**src/design/utf8v_pkg.sv**
```systemverilog
// utf8v_pkg: shared types and byte-class constants for the utf-8 stream validator
// no dependencies; used by utf8v_step and utf8_stream_validator_top

package utf8v_pkg;

  localparam int unsigned ByteW = 8;
  localparam int unsigned CntW  = 3;

  // byte-class masks and patterns
  localparam logic [ByteW-1:0] MaskHi1   = 8'h80;
  localparam logic [ByteW-1:0] MaskHi2   = 8'hC0;
  localparam logic [ByteW-1:0] MaskHi3   = 8'hE0;
  localparam logic [ByteW-1:0] MaskHi4   = 8'hF0;
  localparam logic [ByteW-1:0] MaskHi5   = 8'hF8;
  localparam logic [ByteW-1:0] MaskHi6   = 8'hFC;
  localparam logic [ByteW-1:0] MaskHi7   = 8'hFE;
  localparam logic [ByteW-1:0] PatCont   = 8'h80;
  localparam logic [ByteW-1:0] PatLead2  = 8'hC0;
  localparam logic [ByteW-1:0] PatLead3  = 8'hE0;
  localparam logic [ByteW-1:0] PatLead4  = 8'hF0;
  localparam logic [ByteW-1:0] PatLead5  = 8'hF8;
  localparam logic [ByteW-1:0] PatLead6  = 8'hFC;
  localparam logic [ByteW-1:0] PatSurr   = 8'hA0;
  localparam logic [ByteW-1:0] LeadSurr  = 8'hED;
  localparam logic [ByteW-1:0] LeadNonch = 8'hEF;
  localparam logic [ByteW-1:0] ByteBf    = 8'hBF;
  localparam logic [ByteW-1:0] ByteBe    = 8'hBE;

  localparam logic [CntW-1:0] MaxRemain  = 3'd5;

  typedef struct packed {
    logic [CntW-1:0]  remain;   // continuation bytes still expected
    logic [ByteW-1:0] lead;     // lead byte of the open sequence
    logic [CntW-1:0]  pos;      // index of the next continuation byte
    logic             fffe;     // sequence began ef bf
    logic             err;      // invalid form found
    logic             ended;    // zero byte seen
  } scan_state_t;

endpackage

```
**src/design/utf8v_step.sv**
```systemverilog
// utf8v_step: next-state and verdict logic for one byte of the string
// depends on utf8v_pkg

module utf8v_step (
  input  utf8v_pkg::scan_state_t       cur,
  input  logic [utf8v_pkg::ByteW-1:0]  byte_in,
  input  logic                         last_in,
  output utf8v_pkg::scan_state_t       nxt,
  output logic                         ok
);

  logic [utf8v_pkg::CntW-1:0] need;
  logic                       lead_bad;
  logic                       cont_bad;
  logic                       set_fffe;
  utf8v_pkg::scan_state_t     upd;

  // lead byte classification
  always_comb begin
    need     = '0;
    lead_bad = 1'b0;
    if ((byte_in & utf8v_pkg::MaskHi1) == '0) begin
      need = '0;
    end else if ((byte_in & utf8v_pkg::MaskHi3) == utf8v_pkg::PatLead2) begin
      if ((byte_in & utf8v_pkg::MaskHi7) == utf8v_pkg::PatLead2) begin
        lead_bad = 1'b1;
      end else begin
        need = 3'd1;
      end
    end else if ((byte_in & utf8v_pkg::MaskHi4) == utf8v_pkg::PatLead3) begin
      need = 3'd2;
    end else if ((byte_in & utf8v_pkg::MaskHi5) == utf8v_pkg::PatLead4) begin
      need = 3'd3;
    end else if ((byte_in & utf8v_pkg::MaskHi6) == utf8v_pkg::PatLead5) begin
      need = 3'd4;
    end else if ((byte_in & utf8v_pkg::MaskHi7) == utf8v_pkg::PatLead6) begin
      need = 3'd5;
    end else begin
      lead_bad = 1'b1;
    end
  end

  // continuation byte checks: overlong, surrogate and fffe/ffff forms
  always_comb begin
    cont_bad = 1'b0;
    set_fffe = 1'b0;
    if ((byte_in & utf8v_pkg::MaskHi2) != utf8v_pkg::PatCont) begin
      cont_bad = 1'b1;
    end else if (cur.pos == 3'd1) begin
      if ((cur.lead == utf8v_pkg::PatLead3 &&
           (byte_in & utf8v_pkg::MaskHi3) == utf8v_pkg::PatCont) ||
          (cur.lead == utf8v_pkg::LeadSurr &&
           (byte_in & utf8v_pkg::MaskHi3) == utf8v_pkg::PatSurr) ||
          (cur.lead == utf8v_pkg::PatLead4 &&
           (byte_in & utf8v_pkg::MaskHi4) == utf8v_pkg::PatCont) ||
          (cur.lead == utf8v_pkg::PatLead5 &&
           (byte_in & utf8v_pkg::MaskHi5) == utf8v_pkg::PatCont) ||
          (cur.lead == utf8v_pkg::PatLead6 &&
           (byte_in & utf8v_pkg::MaskHi6) == utf8v_pkg::PatCont)) begin
        cont_bad = 1'b1;
      end else if (cur.lead == utf8v_pkg::LeadNonch && byte_in == utf8v_pkg::ByteBf) begin
        set_fffe = 1'b1;
      end
    end else if (cur.pos == 3'd2) begin
      if (cur.lead == utf8v_pkg::LeadNonch && cur.fffe &&
          (byte_in & utf8v_pkg::MaskHi7) == utf8v_pkg::ByteBe) begin
        cont_bad = 1'b1;
      end
    end
  end

  always_comb begin
    upd = cur;
    if (!cur.ended && !cur.err) begin
      if (byte_in == '0) begin
        if (cur.remain != '0) begin
          upd.err = 1'b1;
        end
        upd.ended = 1'b1;
      end else if (cur.remain == '0) begin
        if (lead_bad) begin
          upd.err = 1'b1;
        end else if (need != '0) begin
          upd.remain = need;
          upd.lead   = byte_in;
          upd.pos    = 3'd1;
          upd.fffe   = 1'b0;
        end
      end else if (cont_bad) begin
        upd.err = 1'b1;
      end else begin
        upd.remain = cur.remain - 3'd1;
        upd.pos    = cur.pos + 3'd1;
        if (set_fffe) begin
          upd.fffe = 1'b1;
        end
      end
    end else if (byte_in == '0) begin
      upd.ended = 1'b1;
    end
  end

  assign ok  = !upd.err && (upd.remain == '0);
  // a verdict closes the string and starts the next from scratch
  assign nxt = last_in ? '0 : upd;

endmodule

```
**src/design/utf8_stream_validator_top.sv**
```systemverilog
// utf8_stream_validator_top: byte-stream utf-8 checker with input stage and result register
// depends on utf8v_pkg and utf8v_step

// Takes one byte per cycle on the in_ stream (in_tlast flags the final byte of the buffer)
// and returns one verdict per buffer on the out_ stream, in out_tdata[0], 1 for valid.
// Sustained rate is one byte per clock while no flagged byte waits; each verdict passes
// through the input stage, then the result register. Bytes that do not end a buffer
// keep flowing while an earlier verdict waits on out_tready; only a flagged byte waits for
// the result register to free. Accepts 1- to 6-byte sequences (leads up to fd), rejects
// overlong forms, c0/c1, surrogates, u+fffe/ffff and stray bytes; a zero byte ends the
// string and later bytes up to in_tlast are ignored.

module utf8_stream_validator_top (
  input  logic       clk,
  input  logic       rst_n,
  input  logic       in_tvalid,
  output logic       in_tready,
  input  logic [7:0] in_tdata,   // [7:0] byte_value
  input  logic       in_tlast,   // last_byte
  output logic       out_tvalid,
  input  logic       out_tready,
  output logic [7:0] out_tdata   // [0] is_valid, [7:1] zero
);

  logic                       stg_vld_r;
  logic [utf8v_pkg::ByteW-1:0] stg_byte_r;
  logic                       stg_last_r;
  logic                       stg_adv;
  utf8v_pkg::scan_state_t     st_r;
  utf8v_pkg::scan_state_t     st_nxt;
  logic                       ok;
  logic                       out_vld_r;
  logic                       out_ok_r;

  // a byte without the last flag produces nothing, so it never waits on the output
  assign stg_adv   = stg_vld_r && (!stg_last_r || !out_vld_r || out_tready);
  assign in_tready = !stg_vld_r || stg_adv;

  always_ff @(posedge clk) begin
    if (!rst_n) begin
      stg_vld_r <= 1'b0;
    end else if (in_tready) begin
      stg_vld_r <= in_tvalid;
    end
  end

  always_ff @(posedge clk) begin
    if (in_tready && in_tvalid) begin
      stg_byte_r <= in_tdata;
      stg_last_r <= in_tlast;
    end
  end

  utf8v_step u_step (
    .cur     (st_r),
    .byte_in (stg_byte_r),
    .last_in (stg_last_r),
    .nxt     (st_nxt),
    .ok      (ok)
  );

  always_ff @(posedge clk) begin
    if (!rst_n) begin
      st_r <= '0;
    end else if (stg_adv) begin
      st_r <= st_nxt;
    end
  end

  always_ff @(posedge clk) begin
    if (!rst_n) begin
      out_vld_r <= 1'b0;
    end else if (stg_adv && stg_last_r) begin
      out_vld_r <= 1'b1;
    end else if (out_tready) begin
      out_vld_r <= 1'b0;
    end
  end

  always_ff @(posedge clk) begin
    if (stg_adv && stg_last_r) begin
      out_ok_r <= ok;
    end
  end

  assign out_tvalid = out_vld_r;
  assign out_tdata  = {7'd0, out_ok_r};

  a_reset_after_verdict: assert property (@(posedge clk) disable iff (!rst_n)
    (stg_adv && stg_last_r) |=> (st_r == '0))
    else $error("scan state not cleared after verdict");

  a_verdict_registered: assert property (@(posedge clk) disable iff (!rst_n)
    (stg_adv && stg_last_r) |=> out_vld_r)
    else $error("verdict not presented after flagged byte");

  a_remain_range: assert property (@(posedge clk) disable iff (!rst_n)
    st_r.remain <= utf8v_pkg::MaxRemain)
    else $error("expected continuation count out of range");

  a_err_sticky: assert property (@(posedge clk) disable iff (!rst_n)
    (st_r.err && !(stg_adv && stg_last_r)) |=> st_r.err)
    else $error("error flag dropped before end of string");

  a_pos_open_seq: assert property (@(posedge clk) disable iff (!rst_n)
    (st_r.remain != '0) |-> (st_r.pos != '0))
    else $error("open sequence without position");

endmodule
```
**config.mk**
```make
export PLATFORM = sky130hd
export DESIGN_NAME = utf8_stream_validator_top
export DESIGN_NICKNAME = d
export VERILOG_FILES = /design/src/design/utf8v_pkg.sv /design/src/design/utf8v_step.sv /design/src/design/utf8_stream_validator_top.sv
export SDC_FILE = /design/constraint.sdc
export NUM_CORES = 1
export LEC_CHECK = 0
export ABC_AREA = 0
export BUFFER_PORTS_ARGS = -buffer_cell sky130_fd_sc_hd__buf_4
export CAP_MARGIN = 5
export CORE_ASPECT_RATIO = 0.7
export CORE_UTILIZATION = 38
export CTS_CLUSTER_DIAMETER = 150
export DETAILED_ROUTE_END_ITERATION = 8
export PLACE_DENSITY_LB_ADDON = 0.08
export SLEW_MARGIN = 20
export SYNTH_ARGS = -nofsm -noshare
export SYNTH_HDL_FRONTEND = slang
export SYNTH_SLANG_ARGS = --single-unit
```
**constraint.sdc**
```tcl
create_clock -name clk -period 7 [get_ports clk]
set_clock_uncertainty 0.05 [all_clocks]
set_input_delay 1.05 -clock clk [delete_from_list [all_inputs] [get_ports clk]]
set_output_delay 1.05 -clock clk [all_outputs]
set_load 0.03 [all_outputs]
```
== Yosys cells after proc, flatten, opt, wreduce, memory -nomap -nowiden ==
Cells that the tools add are included.

* Bits in registers: 29
* Output and inout bits: 10
* Word-level logic and storage cells: 123

* Add/subtract/negate cells: 2
* Equality and inequality tests: 27
* Mux-type cells: 41
* Reductions and logical operators: 42

{| class="wikitable"
|+ Operators with widths
! cell !! count
|-
| $eq A8 B8 Y1 const B || 7
|-
| $mux W15 || 3
|-
| $mux W1 || 25
|-
| $mux W3 || 8
|-
| $eq A7 B7 Y1 const B || 3
|-
| $mux W17 || 1
|-
| $logic_not A8 Y1 || 2
|-
| $mux W16 || 1
|-
| $logic_and A1 B1 Y1 || 13
|-
| $eq A6 B6 Y1 const B || 2
|-
| $reduce_and A6 Y1 || 2
|-
| $eq A5 B5 Y1 const B || 2
|-
| $reduce_bool A2 Y1 || 5
|-
| $eq A3 B3 Y1 const B || 3
|-
| $ne A3 B3 Y1 const B || 3
|-
| $reduce_bool A3 Y1 || 3
|-
| $eq A4 B4 Y1 const B || 2
|-
| $mux W8 || 1
|-
| $logic_or A1 B1 Y1 || 7
|-
| $reduce_and A7 Y1 || 1
|-
| $logic_not A1 Y1 || 6
|-
| $logic_not A3 Y1 || 2
|-
| $ne A2 B2 Y1 const B || 3
|-
| $mux W5 || 1
|-
| other kinds (6) || 6
|}

== Logic depth before layout (Yosys ltp) ==
Gate-level depths: netlist (run 1).

* Word-level depth: 16
* Depth in mapped cells: 9
* Gate-level depth less buffers: 8

== Cells and area by module ==
From an unflattened synthesis (run 1), not the netlist that was laid out.

* Cells, all modules: 219
* Area, all modules: 1915.6 µm²

{| class="wikitable"
|+ Modules (own cells, without submodules)
! module !! instances !! cells an instance !! area each (µm²) !! sequential area each (µm²)
|-
| utf8_stream_validator_top || 1 || 104 || 1167.4 || 680.7
|-
| utf8v_step || 1 || 115 || 748.2 || 0.0
|}

== Worst setup path after synthesis (run 1) ==
Ideal clock, no wire load.

* Path type: input port to flip-flop
* Start point: input out_tready
* End point: register st_r[5] (netlist name)
* Arrival: 2.688 ns
* Data required time: 6.880 ns
* Path slack: 4.192 ns
* Stages: 6
* Buffers on the path: 0
* Path through: and3b_1 -> nand2b_4 -> o41ai_4 -> a31oi_4 -> or4b_1 -> a21oi_1

* Longest elaborated chain between the ends: 3

{| class="wikitable"
|+ Ends and longest elaborated chain
! what !! line !! text
|-
| from (decl) || utf8_stream_validator_top.sv:21 || <nowiki>input logic out_tready,</nowiki>
|-
| $logic_or A1 B1 Y1 || utf8_stream_validator_top.sv:36 || <nowiki>assign stg_adv = stg_vld_r && (!stg_last_r || !out_vld_r || out_tready);</nowiki>
|-
| $logic_and A1 B1 Y1 || utf8_stream_validator_top.sv:36 ||
|-
| $reduce_and A6 Y1 (no line) || n/a ||
|-
| to (signal assigned) || utf8_stream_validator_top.sv:66 || <nowiki>st_r <= st_nxt;</nowiki>
|-
| to (decl) || utf8_stream_validator_top.sv:29 || <nowiki>utf8v_pkg::scan_state_t st_r;</nowiki>
|}

No other way between the ends.
A chain may end at the register's enable or synchronous reset.

== Final worst setup path (run 1) ==
* Start point: input out_tready
* End point: output in_tready

* Longest elaborated chain between the ends: 3

{| class="wikitable"
|+ Ends and longest elaborated chain
! what !! line !! text
|-
| $logic_or A1 B1 Y1 || utf8_stream_validator_top.sv:36 ||
|-
| $logic_and A1 B1 Y1 || utf8_stream_validator_top.sv:36 ||
|-
| $logic_or A1 B1 Y1 || utf8_stream_validator_top.sv:37 || <nowiki>assign in_tready = !stg_vld_r || stg_adv;</nowiki>
|-
| to (decl) || utf8_stream_validator_top.sv:17 || <nowiki>output logic in_tready,</nowiki>
|}

No other way between the ends.

==> flow_metrics.py, run 1 <==
metrics = {
    "status": {
        "status": "finished clean",
    },
    "worst_setup_path": {
        "crit_buf_inv": 2,
        "crit_path_start": "out_tready",
        "start_kind": "primary input",
        "cp_top_family": "simple AND/OR/NAND/NOR gates",
        "crit_path_top_delay_cell": "and3b_1",
        "critical_path.most_common_cell": "buf_4",
        "critical_path.max_stage_delay_ns": 0.27,
        "critPathMaxFanout": 4,
        "worstPathRequired_ns": 5.90,
        "crit_path_end_kind": "output pin",
        "arrival_ns": 1.71,
        "setup.worst_path.class": "in2out",
        "r2r_start": "stg_byte_r[5]",
        "worstPathCellList": "buf_4 > and3b_1 > nand2_1 > buf_4",
    },
    "grt": {
        "grt_start_max_net_pins": 17,
        "grtUsageTotal": 0.193,
        "grt_pass1_wl_um": 6690,
        "antenna_found_initial": 0,
        "globalRoute.totalOverflow": 0,
        "grt_pass1_vias": 1403,
    },
    "cts": {
        "clkLatencyLatePin_ns": 0.28,
        "cts_tree": "yes",
        "postCtsHoldBufs": 0,
        "clockBufferDepth": 2,
        "cts.clk_slew.worst_paths_ns": 0.05,
        "cts-root-buf": "clkbuf_8",
        "cts_resized": 0,
        "numCtsBuffers": 5,
        "cts_setup_buffers": 0,
        "cts.sinks": 29,
        "htreeDepth": 2,
    },
    "detailed_routing": {
        "wire_per_inst_um": 15.9,
        "drc_errors": 0,
        "firstDrtPassIters": 4,
        "detail-route-antenna-nets": 0,
        "wirelength_um": 3950,
        "drt-vias-per-instance": 5.75,
        "first_iter_violations": 106,
        "dr_total_vias": 1432,
    },
    "sta": {
        "rsz0062_at_grt": "no",
        "final.min_clock_period_ns": 2.81,
        "relSlewSlack": 0.572,
        "tightest_slew_ns": 0.636,
        "timing_hold_violations_final": 0,
        "drv_slew": 0,
        "setup_violations": 0,
        "min_period_over_period": 0.401,
        "tns_ns": 0,
        "max_freq_mhz": 356,
    },
    "yosys": {
        "ys_seq_area_frac": 0.401,
        "synthMuxAreaShare": 0,
        "ys.flop_type": "dfxtp_1",
        "synth_largest_area_cell": "dfxtp_1",
        "syn_inst": 181,
        "synth_top_cell_area_share": 0.224,
        "async_flop_share": 0,
        "ys_ff_latch": 29,
        "ys_warn_count": 0,
        "yosysMostFrequentCell": "a21oi_1",
        "synthTopCellsByArea": "dfxtp_1 22%, edfxtp_1 18%, a21oi_1 6.2%",
        "synth_edf_count": 10,
        "yosys.area_share.xor_xnor": 0,
        "synth_compound_area_frac": 0.240,
        "synth_cell_types": 56,
        "syn_avg_cell_area_sq_um": 9.38,
        "synth_top_family_by_area": "simple AND/OR/NAND/NOR gates",
        "synth_area_sq_um": 1700,
        "synth_simple_gate_area_frac": 0.253,
        "synthAdderAreaFrac": 0.0368,
        "ys_top_cells_by_count": "21 x a21oi_1, 19 x dfxtp_1, 15 x nand2_1",
    },
    "power_and_ir_drop": {
        "ir_drop_mv": 0.140,
        "p_per_area_nw_per_um2": 193,
        "p_int_uw": 266,
        "pwr-share-clk": 0.363,
        "combPwrFrac": 0.118,
        "power.total_uw": 366,
        "power.share.sequential": 0.519,
        "switching_share": 0.272,
        "p_sw_uw": 99.4,
        "leakage_nw": 0.683,
    },
    "floorplanning": {
        "core-area_sq_um": 4090,
        "rows": 19,
        "start_util": 0.415,
        "io_pins": 23,
        "die_y_um": 57.9,
        "die_w_um": 81.9,
        "floorplan.die_area_sq_um": 4740,
    },
    "flow_run": {
        "drv_cap": 0,
    },
    "worst_hold_path": {
        "hp-start": "st_r[8]",
        "hp-class": "reg2reg",
    },
    "final_layout": {
        "finalInstanceArea_sq_um": 1900,
        "syn_to_final_growth_pct": 11.7,
        "finalNetCount": 214,
        "drive_gt1_frac": 0.173,
        "nFillCells": 403,
        "num_antenna_cells": 0,
    },
    "placement": {
        "portBuffers": 15,
        "hpwl_um": 3100,
        "place_congestion": 0.838,
        "dpl_cell_area_sq_um": 1810,
    },
}
-- layer usage --
metal | part of all wire | track usage
met1 | 0.49 | 0.282
met4 | 0.017 | 0.0802
met3 | 0.084 | 0.0583
met5 | 0 | 0
met2 | 0.41 | 0.262
-- final cells by class --
type / instances / area, sq um / area share
multi-input cells: 138 / 926 / 0.488
inverters: 7 / 26.3 / 0.0139
repair buffers: 15 / 113 / 0.0594
clock inverters: 3 / 17.5 / 0.00923
well taps: 52 / 65.1 / 0.0343
clock buffers: 5 / 68.8 / 0.0363
flip-flops and latches: 29 / 681 / 0.359
-- worst register-to-register path, stage by stage, from the launching register on --
cell      delay, ns
edfxtp_1       0.62
nand3_1        0.25
nor4_2         0.62
a21o_1         0.25
nor3_1         0.08
or4_1          0.53
a21oi_1        0.12
-- power groups by stage --
stage / Clock [mW] / Combinational [mW] / Sequential [mW]
6_report: 0.133 / 0.0432 / 0.190
4_1_cts: 0.137 / 0.0432 / 0.189
2_1_floorplan: 0 / 0.0354 / 0.190
3_5_place_dp: 0 / 0.0432 / 0.193
5_1_grt: 0.147 / 0.0477 / 0.191
3_3_place_gp: 0 / 0.0422 / 0.193
-- final timing paths --
| kind | end | slack, ns | cells after the start |
|---|---|---|---|
| worst max-delay path | in_tready | 4.19 | 4 |
| worst min-delay path | st_r[8] | 0.43 | 2 |
| worst max register to register | st_r[15] | 4.42 | 6 |
| worst min register to register | st_r[8] | 0.43 | 2 |
-- flip-flops by register name, summed over array words and instances (netlist names) --
name and cells:
out_tvalid 1, out_ok_r 1, stg_byte_r 8, stg_last_r 1, st_r 17, stg_vld_r 1
-- cells in the final DEF (no fill, tap or decap), types with 7 or more instances in the layout --
master	count
a21oi_1	21
dfxtp_1	19
nand2_1	15
buf_4	15
nand3_1	11
edfxtp_1	10
nor2_1	8
inv_1	7
conb_1	7
-- logic make-up (layout without fill, tap and decap cells) --
family / Yosys count / count (layout)
fa+ha+maj: 5 / 5
buf+inv: 20 / 30
flops: 29 / 29
compound gates: 52 / 52
simple gates: 74 / 74
other cells: 1 / 7
-- metrics by stage --
| step | hold WS, ns | instances | worst slack (ns) | util |
|---|---|---|---|---|
| 6_report | 0.426 | 249 | 4.19 | 0.464 |
| 5_1_grt | 0.436 | 249 | 4.07 | 0.464 |
| 4_1_cts | 0.431 | 249 | 4.20 | 0.464 |
| 3_5_place_dp | 0.423 | 241 | 3.93 | 0.443 |
| 3_3_place_gp | 0.410 | 241 | 4.01 | 0.443 |
| 2_1_floorplan | 0.391 | 187 | 4.19 | - |
Note: power is estimated with default switching activity, not from simulation.
==> run 2: changes to the inputs <==
clock period = 2.7 ns   (was 7 ns; I/O delays follow)
==> run 2 against run 1 <==
  * First-iteration DRC count increased by 35%
  * Largest cell class unchanged
  * Utilization is 1.3 points higher
  * Largest power group unchanged
  * Routed wire length up 2.8%
  * Power grew to 2.6 times the previous value
  * Global-route usage is 0.70 points higher
  * Worst setup slack worse by 3.9 ns
  * Register-to-register slack got worse by 4.2 ns
==> flow_metrics.py, run 2 (synthesis gave the netlist of run 1 again) <==
metrics = {
    "status": {
        "status": "finished clean",
    },
    "final_layout": {
        "drive_gt1_frac": 0.202,
        "largest_registers": "st_r: 17 flops, stg_byte_r: 8 flops",
        "largest_reg_flops": 17,
        "largest-register": "st_r",
        "finalNetCount": 220,
        "finalInstanceArea_sq_um": 1950,
        "syn_to_final_growth_pct": 14.9,
        "final_cells": 255,
        "final_cell_mix": "21 x a21oi_1, 21 x buf_4, 19 x dfxtp_1",
        "num_antenna_cells": 0,
        "final_util": 0.477,
    },
    "sta": {
        "tightest_slew_ns": 0.601,
        "drv_slew": 0,
        "tns_ns": 0,
        "hold_ws_ns": 0.240,
        "min_period_over_period": 0.902,
        "relSlewSlack": 0.598,
        "rsz0062_at_grt": "no",
        "setup_violations": 0,
        "final.min_clock_period_ns": 2.43,
        "timing.final.ws_setup_ns": 0.265,
        "max_freq_mhz": 411,
        "timing_hold_violations_final": 0,
    },
    "power_and_ir_drop": {
        "switching_share": 0.282,
        "power.share.sequential": 0.507,
        "pwr-share-clk": 0.369,
        "combPwrFrac": 0.125,
        "ir_drop_mv": 0.316,
        "leakage_nw": 0.723,
        "p_per_area_nw_per_um2": 495,
        "p_int_uw": 694,
        "p_sw_uw": 272,
        "power.total_uw": 966,
    },
    "cts": {
        "cts_tree": "yes",
        "numCtsBuffers": 5,
        "cts.clk_slew.worst_paths_ns": 0.07,
        "clockBufferDepth": 2,
        "cts.sinks": 29,
        "clkLatencyLatePin_ns": 0.29,
        "htreeDepth": 2,
        "cts-root-buf": "clkbuf_8",
    },
    "detailed_routing": {
        "wire_per_inst_um": 15.9,
        "highest-signal-layer": "met4",
        "detail-route-antenna-nets": 0,
        "drc_errors": 0,
        "first_iter_violations": 143,
        "wl_met2_um": 1660,
        "firstDrtPassIters": 4,
        "drt-vias-per-instance": 5.72,
        "dr_wl_met3_um": 315,
        "drt-met1-wl_um": 2070,
        "dr_total_vias": 1459,
        "wirelength_um": 4060,
    },
    "grt": {
        "grt_pass1_wl_um": 7040,
        "grt_start_max_net_pins": 17,
        "grt_pass1_vias": 1387,
        "antenna_found_initial": 0,
        "globalRoute.totalOverflow": 0,
        "grtUsageTotal": 0.200,
    },
    "placement": {
        "hpwl_um": 3010,
        "place_congestion": 1.03,
        "post-place-ws_ns": 0.208,
        "dpl_cell_area_sq_um": 1850,
        "dpl.cell_count": 246,
        "portBuffers": 15,
    },
    "floorplanning": {
        "core-area_sq_um": 4090,
        "rows": 19,
        "die_w_um": 81.9,
        "die_y_um": 57.9,
        "floorplan.die_area_sq_um": 4740,
        "io_pins": 23,
        "start_util": 0.415,
    },
    "worst_setup_path": {
        "worstPathRequired_ns": 2.75,
        "crit_path_end_kind": "flop",
        "arrival_ns": 2.48,
        "critPathMaxFanout": 9,
        "crit_path_start": "stg_byte_r[5]",
        "setup.worst_path.class": "reg2reg",
        "r2r_start": "stg_byte_r[5]",
        "start_kind": "flop",
    },
    "worst_hold_path": {
        "hp-class": "in2reg",
        "hp-start": "in_tdata[6]",
    },
    "flow_run": {
        "drv_cap": 0,
    },
}
==> run 2: cell count changes in the layout (fill, tap and decap cells not counted) <==
| cell | previous run | this run |
|---|---|---|
| clkinvlp_4 | 0 | 1 |
| buf_4 | 15 | 21 |
| clkinv_4 | 1 | 0 |
| nor4_4 | 0 | 1 |
| clkinv_2 | 1 | 2 |
| clkinv_1 | 1 | 0 |
| nor4_2 | 1 | 0 |
==> run 2: area by class of cell <==
type | instances | area [sq um]
Sequential cell | 29 | 681
Clock buffer | 5 | 68.8
Timing Repair Buffer | 21 | 158
Inverter | 7 | 26.3
Tap cell | 52 | 65.1
Multi-Input combinational cell | 138 | 935
Clock inverter | 3 | 17.5
Fill cell | 387 | 2140
==> run 2: power groups by stage <==
stage | Clock [mW] | Combinational, mW | Sequential (mW)
after floorplan | 0 | 0.0919 | 0.492
after global placement | 0 | 0.116 | 0.499
after detailed placement | 0 | 0.116 | 0.499
after CTS | 0.363 | 0.117 | 0.489
after global routing | 0.385 | 0.132 | 0.493
final | 0.356 | 0.120 | 0.490
==> run 2: timing repair <==
action                                  in CTS  in global routing
hold endpoints to repair                     0                  0
hold buffers                                 0                  0
endpoints found under the setup margin       0                  2
setup buffers                                0                  1
resized for setup                            0                  1
==> run 2: worst paths after layout <==
kind,slack (ns),endpoint,cells after the start
worst min register to register,0.42,st_r[8],2
worst min-delay path,0.24,stg_byte_r[6],1
worst max-delay path,0.27,out_ok_r,6
worst max register to register,0.27,out_ok_r,6
==> run 2: critical path: stages, from the launching register on <==
cell and delay [ns]:
edfxtp_1 0.54, nand3_1 0.26, o221ai_4 0.16, or2_2 0.34, a221oi_1 0.41, o32ai_1 0.18
nor4_1 0.30
==> run 2: routing by layer <==
| layer | track usage | vias to the layer above |
|---|---|---|
| met5 | 0 | - |
| met4 | 0.0576 | 0 |
| met3 | 0.0709 | 2 |
| met2 | 0.263 | 62 |
| met1 | 0.302 | 690 |
| li1 | - | 705 |
